`src/rtl/fec_pkg.sv`:
```
package fec_pkg;

  // configuration port
  localparam int unsigned CFG_IDX_W = 2;
  localparam int unsigned POLY_W    = 32;

  localparam logic [CFG_IDX_W-1:0] REG_CHECK_MODE = CFG_IDX_W'(0);
  localparam logic [CFG_IDX_W-1:0] REG_GEN_POLY   = CFG_IDX_W'(1);

  localparam logic [POLY_W-1:0] GEN_POLY_RESET = 32'h04C1_1DB7;

  typedef enum logic [1:0] {
    MODE_EVEN = 2'd0,
    MODE_ODD  = 2'd1,
    MODE_CRC  = 2'd2,
    MODE_NONE = 2'd3
  } check_mode_e;

  localparam check_mode_e CHECK_MODE_RESET = MODE_CRC;

  // register contents seen by the checker
  typedef struct packed {
    check_mode_e       mode;
    logic [POLY_W-1:0] poly;
  } cfg_t;

  // input register contents
  typedef struct packed {
    logic valid;
    logic frame_bit;
    logic frame_last;
  } in_stage_t;

endpackage

```
`src/rtl/fec_if.sv`:
```
// bit stream channel
interface fec_in_if;
  logic valid;
  logic ready;
  logic frame_bit;
  logic frame_last;

  modport source(output valid, frame_bit, frame_last, input ready);
  modport sink(input valid, frame_bit, frame_last, output ready);
endinterface

// result channel
interface fec_out_if;
  logic valid;
  logic ready;
  logic frame_error;

  modport source(output valid, frame_error, input ready);
  modport sink(input valid, frame_error, output ready);
endinterface

// register write channel
interface fec_cfg_if;
  logic        valid;
  logic        ready;
  logic [1:0]  reg_idx;
  logic [31:0] wr_data;

  modport source(output valid, reg_idx, wr_data, input ready);
  modport sink(input valid, reg_idx, wr_data, output ready);
endinterface

```
`src/rtl/fec_cfg_regs.sv`:
```
module fec_cfg_regs (
  input  logic                        clk_i,
  input  logic                        rst_ni,
  input  logic                        wr_valid_i,
  input  logic [fec_pkg::CFG_IDX_W-1:0] wr_idx_i,
  input  logic [fec_pkg::POLY_W-1:0]  wr_data_i,
  output logic                        wr_ready_o,
  output fec_pkg::cfg_t               cfg_o
);
  import fec_pkg::*;

  check_mode_e       mode_q, mode_d;
  logic [POLY_W-1:0] poly_q, poly_d;

  // writes are always taken; unknown indexes are dropped
  assign wr_ready_o = 1'b1;

  always_comb begin
    mode_d = mode_q;
    poly_d = poly_q;
    if (wr_valid_i) begin
      case (wr_idx_i)
        REG_CHECK_MODE: mode_d = check_mode_e'(wr_data_i[1:0]);
        REG_GEN_POLY:   poly_d = wr_data_i;
        default:        ;
      endcase
    end
  end

  always_ff @(posedge clk_i or negedge rst_ni) begin
    if (!rst_ni) begin
      mode_q <= CHECK_MODE_RESET;
      poly_q <= GEN_POLY_RESET;
    end else begin
      mode_q <= mode_d;
      poly_q <= poly_d;
    end
  end

  assign cfg_o.mode = mode_q;
  assign cfg_o.poly = poly_q;

endmodule

```
`src/rtl/fec_in_reg.sv`:
```
module fec_in_reg (
  input  logic                clk_i,
  input  logic                rst_ni,
  input  logic                valid_i,
  input  logic                frame_bit_i,
  input  logic                frame_last_i,
  output logic                ready_o,
  input  logic                advance_i,
  output fec_pkg::in_stage_t  stage_o
);
  import fec_pkg::*;

  logic valid_q, valid_d;
  logic bit_q, bit_d;
  logic last_q, last_d;

  // a new request may enter while the held one moves on
  assign ready_o = !valid_q || advance_i;

  always_comb begin
    valid_d = valid_q;
    bit_d   = bit_q;
    last_d  = last_q;
    if (ready_o) begin
      valid_d = valid_i;
      bit_d   = frame_bit_i;
      last_d  = frame_last_i;
    end
  end

  always_ff @(posedge clk_i or negedge rst_ni) begin
    if (!rst_ni) begin
      valid_q <= 1'b0;
    end else begin
      valid_q <= valid_d;
    end
  end

  // payload, no reset
  always_ff @(posedge clk_i) begin
    bit_q  <= bit_d;
    last_q <= last_d;
  end

  assign stage_o.valid      = valid_q;
  assign stage_o.frame_bit  = bit_q;
  assign stage_o.frame_last = last_q;

endmodule

```
`src/rtl/fec_check_core.sv`:
```
module fec_check_core #(
  parameter int unsigned CRC_WIDTH = 32
) (
  input  logic               clk_i,
  input  logic               rst_ni,
  input  fec_pkg::cfg_t      cfg_i,
  input  fec_pkg::in_stage_t stage_i,
  output logic               advance_o,
  output logic               out_valid_o,
  output logic               out_error_o,
  input  logic               out_ready_i
);
  import fec_pkg::*;

  logic [CRC_WIDTH-1:0]        rem_q, rem_d, rem_step;
  logic                        par_q, par_d, par_step;
  logic                        out_valid_q, out_valid_d;
  logic                        err_q, err_d, err_now;
  logic                        out_free;
  logic [CRC_WIDTH+POLY_W-1:0] poly_wide;
  logic [CRC_WIDTH-1:0]        poly_m;

  // generator bits at or above the remainder width are dropped
  assign poly_wide = {{CRC_WIDTH{1'b0}}, cfg_i.poly};
  assign poly_m    = poly_wide[CRC_WIDTH-1:0];

  // one step of long division and parity
  assign rem_step = {rem_q[CRC_WIDTH-2:0], stage_i.frame_bit}
                    ^ (rem_q[CRC_WIDTH-1] ? poly_m : {CRC_WIDTH{1'b0}});
  assign par_step = par_q ^ stage_i.frame_bit;

  // a last bit waits only when the result register is still full
  assign out_free  = !out_valid_q || out_ready_i;
  assign advance_o = stage_i.valid && (!stage_i.frame_last || out_free);

  // error flag for the selected check
  always_comb begin
    case (cfg_i.mode)
      MODE_EVEN: err_now = par_step;
      MODE_ODD:  err_now = !par_step;
      MODE_CRC:  err_now = |rem_step;
      default:   err_now = 1'b0;
    endcase
  end

  // accumulator update, cleared at the end of each frame
  always_comb begin
    rem_d = rem_q;
    par_d = par_q;
    if (advance_o) begin
      if (stage_i.frame_last) begin
        rem_d = '0;
        par_d = 1'b0;
      end else begin
        rem_d = rem_step;
        par_d = par_step;
      end
    end
  end

  // result register
  always_comb begin
    out_valid_d = out_valid_q && !out_ready_i;
    err_d       = err_q;
    if (advance_o && stage_i.frame_last) begin
      out_valid_d = 1'b1;
      err_d       = err_now;
    end
  end

  always_ff @(posedge clk_i or negedge rst_ni) begin
    if (!rst_ni) begin
      rem_q       <= '0;
      par_q       <= 1'b0;
      out_valid_q <= 1'b0;
    end else begin
      rem_q       <= rem_d;
      par_q       <= par_d;
      out_valid_q <= out_valid_d;
    end
  end

  always_ff @(posedge clk_i) begin
    err_q <= err_d;
  end

  assign out_valid_o = out_valid_q;
  assign out_error_o = err_q;

  // accumulators are clear after a frame ends
  a_clear_after_last: assert property (@(posedge clk_i) disable iff (!rst_ni)
    (advance_o && stage_i.frame_last) |=> (rem_q == '0 && !par_q))
    else $error("accumulators not cleared after last bit");

  // a result appears only from a last bit
  a_result_from_last: assert property (@(posedge clk_i) disable iff (!rst_ni)
    $rose(out_valid_q) |-> $past(advance_o && stage_i.frame_last))
    else $error("result without last bit");

  // a pending result is never overwritten
  a_no_overwrite: assert property (@(posedge clk_i) disable iff (!rst_ni)
    (advance_o && stage_i.frame_last) |-> (!out_valid_q || out_ready_i))
    else $error("pending result overwritten");

endmodule

```
`src/rtl/frame_error_check.sv`:
```
// channel | dir | payload                    | handshake
// in_i    | in  | frame_bit, frame_last      | valid / ready
// out_o   | out | frame_error                | valid / ready
// cfg_i   | in  | reg_idx (2b), wr_data (32b)| valid / ready, ready always high
//
// one bit per cycle while no last bit is held back; each bit is held in the
// input register, where the shift-and-xor remainder update and parity update
// run on it. a frame result is loaded into the result register at the edge
// its last bit leaves the input register.
// reset clears both accumulators and sets CRC mode with generator 0x04C11DB7.
// a stalled result holds back a last bit, and the input behind it; other bits
// keep flowing.
module frame_error_check #(
  parameter int unsigned CRC_WIDTH = 32
) (
  input logic    clk_i,
  input logic    rst_ni,
  fec_in_if.sink     in_i,
  fec_out_if.source  out_o,
  fec_cfg_if.sink    cfg_i
);
  import fec_pkg::*;

  cfg_t      cfg;
  in_stage_t stage;
  logic      advance;

  // register file
  fec_cfg_regs u_cfg_regs (
    .clk_i      (clk_i),
    .rst_ni     (rst_ni),
    .wr_valid_i (cfg_i.valid),
    .wr_idx_i   (cfg_i.reg_idx),
    .wr_data_i  (cfg_i.wr_data),
    .wr_ready_o (cfg_i.ready),
    .cfg_o      (cfg)
  );

  // input register
  fec_in_reg u_in_reg (
    .clk_i        (clk_i),
    .rst_ni       (rst_ni),
    .valid_i      (in_i.valid),
    .frame_bit_i  (in_i.frame_bit),
    .frame_last_i (in_i.frame_last),
    .ready_o      (in_i.ready),
    .advance_i    (advance),
    .stage_o      (stage)
  );

  // accumulators and result register
  fec_check_core #(
    .CRC_WIDTH (CRC_WIDTH)
  ) u_check_core (
    .clk_i       (clk_i),
    .rst_ni      (rst_ni),
    .cfg_i       (cfg),
    .stage_i     (stage),
    .advance_o   (advance),
    .out_valid_o (out_o.valid),
    .out_error_o (out_o.frame_error),
    .out_ready_i (out_o.ready)
  );

endmodule
```
`src/flat_wrapper.sv`:
```
// flat-port wrapper written by rule: the top's interface ports become plain ports
module frame_error_check_flat import fec_pkg::*;
#(
  parameter int unsigned CRC_WIDTH = 32
)
  (clk_i, rst_ni, in_i_valid, in_i_frame_bit, in_i_frame_last, in_i_ready, out_o_valid, out_o_frame_error, out_o_ready, cfg_i_valid, cfg_i_reg_idx, cfg_i_wr_data, cfg_i_ready);
  fec_in_if in_i_i ();
  fec_out_if out_o_i ();
  fec_cfg_if cfg_i_i ();
  input logic clk_i;
  input logic rst_ni;
  input wire logic [$bits(in_i_i.valid)-1:0] in_i_valid;
  input wire logic [$bits(in_i_i.frame_bit)-1:0] in_i_frame_bit;
  input wire logic [$bits(in_i_i.frame_last)-1:0] in_i_frame_last;
  output wire logic [$bits(in_i_i.ready)-1:0] in_i_ready;
  output wire logic [$bits(out_o_i.valid)-1:0] out_o_valid;
  output wire logic [$bits(out_o_i.frame_error)-1:0] out_o_frame_error;
  input wire logic [$bits(out_o_i.ready)-1:0] out_o_ready;
  input wire logic [$bits(cfg_i_i.valid)-1:0] cfg_i_valid;
  input wire logic [$bits(cfg_i_i.reg_idx)-1:0] cfg_i_reg_idx;
  input wire logic [$bits(cfg_i_i.wr_data)-1:0] cfg_i_wr_data;
  output wire logic [$bits(cfg_i_i.ready)-1:0] cfg_i_ready;
  assign in_i_i.valid = in_i_valid;
  assign in_i_i.frame_bit = in_i_frame_bit;
  assign in_i_i.frame_last = in_i_frame_last;
  assign in_i_ready = in_i_i.ready;
  assign out_o_valid = out_o_i.valid;
  assign out_o_frame_error = out_o_i.frame_error;
  assign out_o_i.ready = out_o_ready;
  assign cfg_i_i.valid = cfg_i_valid;
  assign cfg_i_i.reg_idx = cfg_i_reg_idx;
  assign cfg_i_i.wr_data = cfg_i_wr_data;
  assign cfg_i_ready = cfg_i_i.ready;
  frame_error_check #(.CRC_WIDTH(CRC_WIDTH)) u_core (.clk_i(clk_i), .rst_ni(rst_ni), .in_i(in_i_i), .out_o(out_o_i), .cfg_i(cfg_i_i));
endmodule
```
`config.mk`:
```
export PLATFORM = sky130hd
export DESIGN_NAME = frame_error_check_flat
export DESIGN_NICKNAME = d
export VERILOG_FILES = /design/src/rtl/fec_pkg.sv /design/src/rtl/fec_if.sv /design/src/rtl/fec_cfg_regs.sv /design/src/rtl/fec_in_reg.sv /design/src/rtl/fec_check_core.sv /design/src/rtl/frame_error_check.sv /design/src/flat_wrapper.sv
export SDC_FILE = /design/constraint.sdc
export NUM_CORES = 1
export LEC_CHECK = 0
export ABC_AREA = 0
export BUFFER_PORTS_ARGS = -buffer_cell sky130_fd_sc_hd__buf_2
export CORE_ASPECT_RATIO = 1.5
export CORE_MARGIN = 5
export CORE_UTILIZATION = 40
export CTS_BUF_LIST = sky130_fd_sc_hd__clkbuf_2 sky130_fd_sc_hd__clkbuf_4 sky130_fd_sc_hd__clkbuf_8
export DETAILED_ROUTE_END_ITERATION = 12
export RECOVER_POWER = 50
export SLEW_MARGIN = 40
export SYNTH_ARGS = -nofsm -noshare
export SYNTH_HDL_FRONTEND = slang
export SYNTH_SLANG_ARGS = --single-unit
```
`constraint.sdc`:
```
create_clock -name clk_i -period 1.4 [get_ports clk_i]
set_input_delay 0.28 -clock clk_i [delete_from_list [all_inputs] [get_ports clk_i]]
set_output_delay 0.28 -clock clk_i [all_outputs]
set_load 0.01 [all_outputs]
```
==> results.py, run 1 <==
metrics = {
    "cells_and_area": {
        "fillCellCount": 858,
        "synthToLayoutAreaGrowth_pct": 29.12,
        "fin_nets": 525,
        "layout.cells.non_filler": 601,
        "drive_gt1_share_pct": 38.45,
        "diodes": 0,
        "final_cell_area_um2": 4921,
    },
    "power": {
        "seqPwrFrac_pct": 50.4,
        "intPower_w": 0.003908,
        "comb_power_share_pct": 16.9,
        "power.density_nw_per_um2": 1081,
        "max-vdd-ir-drop_uv": 781.5,
        "switching_share_pct": 26.55,
        "switchingPower_w": 0.001412,
        "leakage_nw": 2.133,
        "clkPwrFrac_pct": 32.7,
    },
    "synthesis": {
        "avgSynthCellArea_um2": 9.977,
        "synth-edff-count": 3,
        "synthDistinctLibCells": 33,
        "synth.ff_latch_count": 72,
        "synthCells": 382,
        "async_flop_share_pct": 95.83,
        "synth_nets": 423,
        "synth_warnings": 0,
        "ys.flop_type": "dfrtp_1",
        "synth-seq-area-share_pct": 48.16,
        "synth_area_um2": 3811,
    },
    "timing": {
        "slew_headroom_pct": 35.34,
        "finalCritPeriodShare_pct": 121.2,
        "post-route-min-period_ns": 1.697,
        "worst_pin_slew_ns": 0.9699,
        "finClkSkew_ns": 0.008679,
        "timing.fmax_mhz": 589.1,
        "setup_violations": 1,
        "finalSetupTns_ns": -0.2974,
        "worst_slack_ns": -0.2974,
        "rsz0062_at_grt": "true",
        "hold_viol": 0,
        "report.final.slew_viol_count": 0,
    },
    "setup_path": {
        "cp_max_fo": 25,
        "crit_path_start": "u_core.u_check_core.rem_q[31]$_DFFE_PN0P_",
        "arrival_ns": 1.80,
        "cp-end-kind": "register",
        "cp.required_ns": 1.50,
        "path_class": "register to register",
        "start_kind": "register",
        "reg2reg_from": "u_core.u_check_core.rem_q[31]$_DFFE_PN0P_",
    },
    "drt": {
        "wl_mm": 9.169,
        "drtPass1Iterations": 4,
        "drtAntennaViolNets": 0,
        "wl_per_cell_um": 15.26,
        "vias": 3111,
        "drc": 0,
        "drt-initial-drc-count": 192,
        "viasPerCell": 5.176,
    },
    "grt": {
        "track_usage_pct": 16.13,
        "grt_pass1_vias": 3171,
        "grt_pass1_wl_mm": 14.88,
        "antenna_found_initial": 0,
        "gr-total-overflow": 0,
        "grt_max_degree": 70,
    },
    "placed_design": {
        "io_buffers": 43,
        "gp_congestion": 0.7991,
        "hpwl_mm": 6.326,
        "dp_cells": 578,
        "place_area_um2": 4586,
        "post-place-ws_ns": -0.3523,
    },
    "cts": {
        "clockRootBuffer": "clkbuf_8",
        "cts.clk_slew.worst_paths_ns": 0.08,
        "cts_num_sinks": 72,
        "clock_latency_ns": 0.35,
        "h-tree-depth": 3,
        "numCtsBuffers": 9,
        "cts_tree": "yes",
        "cts_max_path_buffers": 2,
    },
    "floorplanning": {
        "die_w_um": 89.70,
        "io_pins": 45,
        "core_area_um2": 9308,
        "num_rows": 43,
        "die-area_um2": 11620,
        "start_util_pct": 40.95,
        "die_h_um": 129.5,
    },
    "flow_run": {
        "cap_viol_max_count": 0,
    },
    "worst_hold_path": {
        "hp-class": "input port to register",
        "min_from": "in_i_frame_bit",
    },
    "status": {
        "violations": "setup timing",
        "status": "finished with violations",
    },
}
sequential cells by signal, indices dropped and copies added, names as in the netlist:
register                         flops
u_core.u_check_core.par_q            1
u_core.u_in_reg.valid_q              1
u_core.u_in_reg.last_q               1
u_core.u_in_reg.bit_q                1
u_core.u_check_core.out_valid_o      1
u_core.u_check_core.out_error_o      1
u_core.u_cfg_regs.poly_q            32
u_core.u_check_core.rem_q           32
u_core.u_cfg_regs.mode_q             2
cell usage in the layout (no fill, tap or decap), types with 15 or more instances in the layout:
master / Yosys / routed
nand2_1: 66 / 64
buf_2: 10 / 42
buf_4: 2 / 57
nand4b_1: 15 / 15
o22ai_1: 16 / 16
mux2_2: 34 / 34
o21ai_1: 29 / 31
dfstp_2: 15 / 15
xor2_1: 47 / 46
dfrtp_1: 54 / 53
timing repair:
item                                    in CTS  in global routing
endpoints found under the setup margin       2                  7
hold buffers                                 1                  0
hold endpoints to repair                    54                  0
buffers inserted                             2                  1
pin swaps                                    0                  1
cloned                                       0                  3
gates resized for setup                      7                  8
cell type report:
class,instances,area (um^2),area share [%]
multi-input combinational,289,1922,39.05
inverter,1,3.754,0.07628
clock buffer,13,172.7,3.509
timing repair buffer,111,805.8,16.37
sequential,72,1837,37.33
tap,112,140.1,2.848
clock inverter,3,40.04,0.8136
synthesized netlist by cell type, types with 9 or more instances:
cell type | instances | area, um^2
buf_2 | 10 | 50.05
o21ai_1 | 29 | 145.1
dfstp_2 | 15 | 394.1
nand4b_1 | 15 | 131.4
nand3_1 | 15 | 75.07
nor2_1 | 12 | 45.04
xor2_1 | 47 | 411.6
o21ai_0 | 13 | 65.06
o22ai_1 | 16 | 100.1
nand2_1 | 66 | 247.7
mux2_2 | 34 | 382.9
a21oi_1 | 9 | 45.04
dfrtp_1 | 54 | 1351
kinds of logic after synthesis:
logic type | count (synthesis) | synth area share, %
multiplexers | 34 | 10.05
flip-flops | 72 | 48.16
other | 1 | 0.09840
XOR/XNOR | 47 | 10.80
AO/OA/AOI/OAI | 77 | 11.33
AND/OR/NAND/NOR | 130 | 16.78
buffers and inverters | 21 | 2.790
power groups by stage:
stage,clock [W],sequential [W],combinational [W]
2_1_floorplan,0,0.00263,0.000440
3_3_place_gp,0,0.00270,0.000838
3_5_place_dp,0,0.00271,0.000857
4_1_cts,0.00180,0.00268,0.000880
5_1_grt,0.00189,0.00271,0.000996
6_report,0.00174,0.00268,0.000902
critical path, stage by stage (launching register included):
cell      delay [ns]
dfrtp_2         0.41
buf_12          0.17
buf_4           0.15
nand4b_1        0.10
o22ai_1         0.16
a21oi_1         0.07
nor4_2          0.26
a31oi_1         0.12
per-layer routing:
layer | share of wire [%] | track usage (%) | up-vias
met5 | 0 | 0 | -
met3 | 3.6 | 3.717 | 15
met1 | 39 | 17.68 | 1504
li1 | - | - | 1541
met4 | 2.5 | 7.651 | 0
met2 | 55 | 29.31 | 51
stage by stage:
stage	total power [W]	util (%)	hold WS (ns)
3_3_place_gp	0.003536	49.27	0.3324
3_5_place_dp	0.003569	49.27	0.3386
4_1_cts	0.005351	52.21	0.07624
6_report	0.005320	52.87	0.09397
5_1_grt	0.005596	52.87	0.07716
2_1_floorplan	0.003071	-	-0.01559
path summary, 6_finish.rpt:
check | cells past startpoint | end | slack [ns]
max | 7 | u_core.u_check_core.out_error_o$_DFFE_PP_ | -0.30
min | 1 | u_core.u_in_reg.bit_q$_DFFE_PP_ | 0.09
max reg2reg | 7 | u_core.u_check_core.out_error_o$_DFFE_PP_ | -0.30
min reg2reg | 2 | u_core.u_check_core.rem_q[14]$_DFFE_PN0P_ | 0.52
max in group asynchronous | 3 | u_core.u_check_core.rem_q[31]$_DFFE_PN0P_ | 0.03
min in group asynchronous | 3 | u_core.u_cfg_regs.poly_q[20]$_DFFE_PN0P_ | 0.69
(Power assumes the default switching activity.)
==> inputs of run 2 (changes only) <==
--- a/config.mk
+++ b/config.mk
@@ -5,9 +5,9 @@
 export SDC_FILE = /design/constraint.sdc
 export NUM_CORES = 1
 export LEC_CHECK = 0
-export ABC_AREA = 0
+export ABC_AREA = 1
 export BUFFER_PORTS_ARGS = -buffer_cell sky130_fd_sc_hd__buf_2
-export CORE_ASPECT_RATIO = 1.5
+export CORE_ASPECT_RATIO = 1.1
 export CORE_MARGIN = 5
 export CORE_UTILIZATION = 40
 export CTS_BUF_LIST = sky130_fd_sc_hd__clkbuf_2 sky130_fd_sc_hd__clkbuf_4 sky130_fd_sc_hd__clkbuf_8
==> results.py, run 2 <==
metrics = {
    "synthesis": {
        "synth.ff_latch_count": 72,
        "synth_top_area_share_pct": 39.02,
        "synthDistinctLibCells": 21,
        "synth-edff-count": 3,
        "synth_most_common_cell": "nand2_1",
        "synth_nets": 435,
        "synth_warnings": 0,
        "netlist_top_cells_area": "dfrtp_1 39%, dfstp_2 11%, nand2_1 11%",
        "async_flop_share_pct": 95.83,
        "synth-seq-area-share_pct": 53.00,
        "ys.flop_type": "dfrtp_1",
        "synth_area_leader_cell": "dfrtp_1",
        "synth_area_um2": 3463,
        "avgSynthCellArea_um2": 8.790,
        "synth_top_cells_by_count": "103 x nand2_1, 55 x nand3_1, 54 x dfrtp_1, 45 x inv_1, 32 x o21ai_0",
        "synthCells": 394,
    },
    "cts": {
        "cts_max_path_buffers": 2,
        "clockRootBuffer": "clkbuf_8",
        "clock_latency_ns": 0.34,
        "cts_num_sinks": 72,
        "cts_tree": "yes",
        "numCtsBuffers": 9,
        "cts.clk_slew.worst_paths_ns": 0.07,
        "h-tree-depth": 3,
    },
    "power": {
        "power.density_nw_per_um2": 1309,
        "max-vdd-ir-drop_uv": 695.6,
        "leakage_nw": 1.978,
    },
    "cells_and_area": {
        "synthToLayoutAreaGrowth_pct": 23.12,
        "drive_gt1_share_pct": 31.21,
        "final_cell_mix": "102 x nand2_1, 54 x nand3_1, 53 x dfrtp_1, 44 x inv_1, 41 x buf_2",
        "final_common_cell": "nand2_1",
        "reg_top3": "u_core.u_cfg_regs.poly_q x32, u_core.u_check_core.rem_q x32, u_core.u_cfg_regs.mode_q x2",
        "fillCellCount": 836,
        "diodes": 0,
        "final_cell_area_um2": 4264,
        "layout.cells.non_filler": 582,
        "fin_nets": 507,
    },
    "grt": {
        "busiest_layer": "met2",
        "grt_pass1_wl_mm": 12.81,
        "met3_usage_pct": 3.629,
        "gr-total-overflow": 0,
        "grt_max_degree": 70,
        "antenna_found_initial": 0,
        "grt_util_met2_pct": 24.98,
        "use_met1_pct": 18.70,
        "track_usage_pct": 14.76,
        "grt_pass1_vias": 2848,
    },
    "timing": {
        "post-route-min-period_ns": 1.614,
        "slew_headroom_pct": 43.63,
        "report.final.slew_viol_count": 0,
        "timing.fmax_mhz": 619.5,
        "holdWs_ns": 0.1183,
        "worst_pin_slew_ns": 0.8455,
        "finalCritPeriodShare_pct": 115.3,
        "finalSetupTns_ns": -0.2141,
        "setup_violations": 1,
        "hold_viol": 0,
        "finClkSkew_ns": 0.008049,
        "rsz0062_at_grt": "true",
        "worst_slack_ns": -0.2141,
    },
    "flow_run": {
        "cap_viol_max_count": 0,
    },
    "drt": {
        "drt-initial-drc-count": 83,
        "drtAntennaViolNets": 0,
        "drtPass1Iterations": 5,
        "vias": 2825,
        "drc": 0,
        "viasPerCell": 4.854,
        "wl_per_cell_um": 12.56,
        "wl_mm": 7.308,
    },
    "floorplanning": {
        "die_h_um": 107.6,
        "start_util_pct": 41.19,
        "die-area_um2": 10620,
        "io_pins": 45,
        "num_rows": 35,
        "core_area_um2": 8408,
        "die_w_um": 98.72,
    },
    "placed_design": {
        "dp_cells": 564,
        "io_buffers": 43,
        "hpwl_mm": 5.089,
        "place_area_um2": 4035,
        "post-place-ws_ns": -0.2408,
        "gp_congestion": 0.7937,
    },
    "setup_path": {
        "path_class": "register to register",
        "crit_path_start": "u_core.u_check_core.rem_q[31]$_DFFE_PN0P_",
        "cp-end-kind": "register",
        "reg2reg_from": "u_core.u_check_core.rem_q[31]$_DFFE_PN0P_",
        "start_kind": "register",
        "cp_max_fo": 36,
        "cp.required_ns": 1.49,
        "arrival_ns": 1.71,
    },
    "worst_hold_path": {
        "hp-class": "input port to register",
        "min_from": "in_i_frame_last",
    },
    "status": {
        "status": "finished with violations",
        "violations": "setup timing",
    },
}
[run 2: cell count changes after synthesis, sizes merged, moves of 11 or more]
cell / previous run / this run
inv: 1 / 46
xor2: 47 / 7
nand3: 15 / 55
o22ai: 16 / 5
nand2: 67 / 103
nand4b: 15 / 0
[run 2: final timing paths]
path                                                             endpoint  slack (ns)  cells after the start
worst max-delay path            u_core.u_check_core.out_error_o$_DFFE_PP_       -0.21                     10
worst min-delay path                     u_core.u_in_reg.last_q$_DFFE_PP_        0.12                      1
worst max register to register  u_core.u_check_core.out_error_o$_DFFE_PP_       -0.21                     10
worst min register to register    u_core.u_cfg_regs.mode_q[1]$_DFFE_PN1P_        0.49                      2
max in group asynchronous       u_core.u_check_core.rem_q[31]$_DFFE_PN0P_        0.38                      3
min in group asynchronous        u_core.u_cfg_regs.poly_q[29]$_DFFE_PN0P_        0.58                      3
[run 2: what timing repair did]
item | 4_1_cts | 5_1_grt
gates cloned | 0 | 0
hold buffers | 1 | 0
hold endpoints to repair | 54 | 0
endpoints found under the setup margin | 2 | 2
pin swaps | 0 | 1
resized for setup | 5 | 5
setup buffers | 0 | 1
[run 2: power by group]
part	internal, W	switching (W)	total, W
registers	0.00246	0.000193	0.00265
logic	0.000603	0.000651	0.00125
clock network	0.000914	0.000759	0.00167
total	0.00398	0.00160	0.00558
[run 2: metrics by stage]
step	util, %	power (W)
after floorplan	-	0.003412
after global placement	47.99	0.003903
after detailed placement	47.99	0.003937
after CTS	50.79	0.005653
after global routing	50.71	0.005945
final	50.71	0.005582
[run 2: logic make-up after synthesis]
| kind of cell | Yosys count | share of synthesized area, % |
|---|---|---|
| and+or+nand+nor | 181 | 21.86 |
| xor gates and xnor gates | 8 | 2.023 |
| AOI/OAI and AO/OA | 38 | 5.744 |
| other | 1 | 0.1083 |
| DFF | 72 | 53.00 |
| muxes | 30 | 9.754 |
| buffers and inverters | 64 | 7.514 |
[run 2: routing by layer]
metal	up-vias	part of all wire, %
li1	1408	-
met1	1371	45
met2	40	50
met3	6	3.3
met4	0	1.3
met5	-	0
[run 2: cell type report]
cell class                 instances  area (um^2)  share of cell area [%]
sequential                        72         1837                   43.08
multi-input combinational        258         1390                   32.60
timing repair buffer              79        519.2                   12.18
inverter                          46        172.7                   4.049
clock buffer                      11        151.4                   3.550
tap                              111        138.9                   3.257
clock inverter                     5        55.05                   1.291
[run 2: worst max-delay path, cell delays in order (launching register included)]
cell and delay [ns]:
dfrtp_2 0.41, buf_12 0.20, nand2_1 0.07, nand2_1 0.06, nand2_1 0.08, nor2_1 0.12
nand4_1 0.16, nor2_1 0.12, nand2_1 0.06, nand2_1 0.05, nand2_1 0.05
==> inputs of run 3 (changes only) <==
--- a/config.mk
+++ b/config.mk
@@ -6,7 +6,7 @@
 export NUM_CORES = 1
 export LEC_CHECK = 0
 export ABC_AREA = 1
-export BUFFER_PORTS_ARGS = -buffer_cell sky130_fd_sc_hd__buf_2
+export BUFFER_PORTS_ARGS = -buffer_cell sky130_fd_sc_hd__buf_4
 export CORE_ASPECT_RATIO = 1.1
 export CORE_MARGIN = 5
 export CORE_UTILIZATION = 40
==> results.py, run 3 (synthesized netlist as in run 2, its figures left out) <==
metrics = {
    "cells_and_area": {
        "synthToLayoutAreaGrowth_pct": 29.91,
        "fillCellCount": 794,
        "multi_input_area_um2": 1395,
        "reg_top3": "u_core.u_cfg_regs.poly_q x32, u_core.u_check_core.rem_q x32, u_core.u_cfg_regs.mode_q x2",
        "drive_gt1_share_pct": 32.91,
        "final_cell_mix": "99 x nand2_1, 68 x buf_4, 54 x nand3_1, 53 x dfrtp_1, 43 x inv_1",
        "final_common_cell": "nand2_1",
        "seq_area_um2": 1837,
        "layout.cells.non_filler": 588,
        "diodes": 0,
        "fin_nets": 513,
    },
    "placed_design": {
        "dp_cells": 566,
        "hpwl_mm": 5.098,
        "gp_congestion": 0.7561,
        "io_buffers": 43,
    },
    "grt": {
        "antenna_found_initial": 0,
        "grt_pass1_vias": 2874,
        "gr-total-overflow": 0,
        "grt_pass1_wl_mm": 13.25,
        "grt_max_degree": 70,
        "track_usage_pct": 15.58,
    },
    "setup_path": {
        "start_kind": "register",
        "arrival_ns": 1.76,
        "cp.required_ns": 1.51,
        "path_class": "register to register",
        "reg2reg_depth": 10,
        "cp_max_fo": 9,
        "cp-end-kind": "register",
    },
    "floorplanning": {
        "start_util_pct": 41.19,
        "core_area_um2": 8408,
        "die_w_um": 98.72,
        "io_pins": 45,
        "num_rows": 35,
        "die_h_um": 107.6,
        "die-area_um2": 10620,
    },
    "timing": {
        "setup_violations": 2,
        "hold_viol": 0,
        "timing.fmax_mhz": 607.4,
        "worst_pin_slew_ns": 0.8620,
        "finalCritPeriodShare_pct": 117.6,
        "post-route-min-period_ns": 1.646,
        "report.final.slew_viol_count": 0,
        "slew_headroom_pct": 42.54,
        "rsz0062_at_grt": "true",
        "worst_slack_ns": -0.2463,
        "finClkSkew_ns": 0.007375,
    },
    "status": {
        "violations": "setup timing",
        "status": "finished with violations",
    },
    "power": {
        "leakage_nw": 2.081,
        "power.density_nw_per_um2": 1275,
        "comb_power_share_pct": 24.8,
        "switching_share_pct": 28.67,
        "max-vdd-ir-drop_uv": 561.4,
        "intPower_w": 0.004091,
        "switchingPower_w": 0.001644,
        "seqPwrFrac_pct": 46.3,
        "clkPwrFrac_pct": 28.9,
        "power_w": 0.005735,
    },
    "drt": {
        "wl_per_cell_um": 13.55,
        "drtAntennaViolNets": 0,
        "drc": 0,
        "drtPass1Iterations": 4,
        "drt-initial-drc-count": 144,
        "viasPerCell": 4.923,
        "wl_mm": 7.968,
        "vias": 2895,
    },
    "cts": {
        "cts.clk_slew.worst_paths_ns": 0.07,
        "numCtsBuffers": 9,
        "cts_num_sinks": 72,
        "cts_max_path_buffers": 2,
        "clockRootBuffer": "clkbuf_8",
        "cts_tree": "yes",
        "clock_latency_ns": 0.35,
        "h-tree-depth": 3,
    },
    "worst_hold_path": {
        "hold_depth": 3,
        "hp-class": "input port to register",
    },
    "flow_run": {
        "cap_viol_max_count": 0,
    },
}
[run 3: cell types whose count changed in the layout (fill, tap and decap cells not counted), moves of 3 or more]
cell	before	now
buf_2	41	0
buf_4	31	68
clkbuf_4	0	8
nand2_1	102	99
nand2_2	1	4
[run 3: final cells by class]
cell class              instances  area share [%]
well taps                     111           3.087
clock buffers                  16           4.477
multi-input cells             258           31.01
inverters                      46           3.838
flip-flops and latches         72           40.82
repair buffers                 85           16.77
[run 3: final timing paths]
| path | startpoint | to | slack, ns |
|---|---|---|---|
| min in group asynchronous | rst_ni | u_core.u_cfg_regs.poly_q[27]$_DFFE_PN0P_ | 0.59 |
| worst max-delay path | u_core.u_check_core.rem_q[31]$_DFFE_PN0P_ | u_core.u_check_core.out_error_o$_DFFE_PP_ | -0.25 |
| max in group asynchronous | rst_ni | u_core.u_check_core.rem_q[31]$_DFFE_PN0P_ | 0.36 |
| worst min register to register | u_core.u_cfg_regs.mode_q[1]$_DFFE_PN1P_ | u_core.u_cfg_regs.mode_q[1]$_DFFE_PN1P_ | 0.49 |
| worst max register to register | u_core.u_check_core.rem_q[31]$_DFFE_PN0P_ | u_core.u_check_core.out_error_o$_DFFE_PP_ | -0.25 |
| worst min-delay path | in_i_valid | u_core.u_in_reg.valid_q$_DFFE_PN0P_ | 0.11 |
[run 3: repair_timing]
| action | CTS | global route |
|---|---|---|
| pin swaps | 6 | 11 |
| endpoints found under the setup margin | 2 | 4 |
| cloned | 2 | 2 |
| hold endpoints to repair | 54 | 0 |
| setup buffers | 2 | 0 |
| gates resized for setup | 10 | 8 |
| hold buffers | 1 | 0 |
[run 3: critical path, cell delays in order (launching register included)]
cell	delay, ns
dfrtp_2	0.43
buf_12	0.15
clkbuf_16	0.16
nand3_1	0.09
nand2_1	0.07
nor2_1	0.16
nand4_1	0.12
nor2_1	0.09
nand2_1	0.05
nand2_1	0.05
nand2_1	0.04
[run 3: power groups by stage]
stage                     Combinational [W]  Sequential, W  Clock [W]
final                               0.00142        0.00266    0.00166
after CTS                           0.00141        0.00265    0.00170
after floorplan                    0.000772        0.00264          0
after global routing                0.00159        0.00269    0.00179
after detailed placement            0.00131        0.00269          0
after global placement              0.00128        0.00268          0
[run 3: metal layers]
layer / wire length [um] / vias to the layer above / global-route usage, %
met5: 0 / - / 0
met4: 122 / 0 / 6.927
met3: 279 / 11 / 2.981
met2: 4050 / 60 / 26.71
met1: 3516 / 1399 / 19.02
li1: - / 1425 / -
[run 3: per-stage QoR]
step           setup TNS, ns  hold WS (ns)  instance area [um^2]  worst slack, ns  util [%]
2_1_floorplan       -0.01527      -0.01559                  3477         -0.01527         -
3_3_place_gp         -0.2365        0.3202                  4170          -0.2365     49.60
3_5_place_dp         -0.2482        0.3204                  4170          -0.2482     49.60
4_1_cts              -0.2819       0.08886                  4488          -0.2517     53.38
5_1_grt              -0.5965        0.1087                  4499          -0.3507     53.51
6_report             -0.2553        0.1140                  4499          -0.2463     53.51
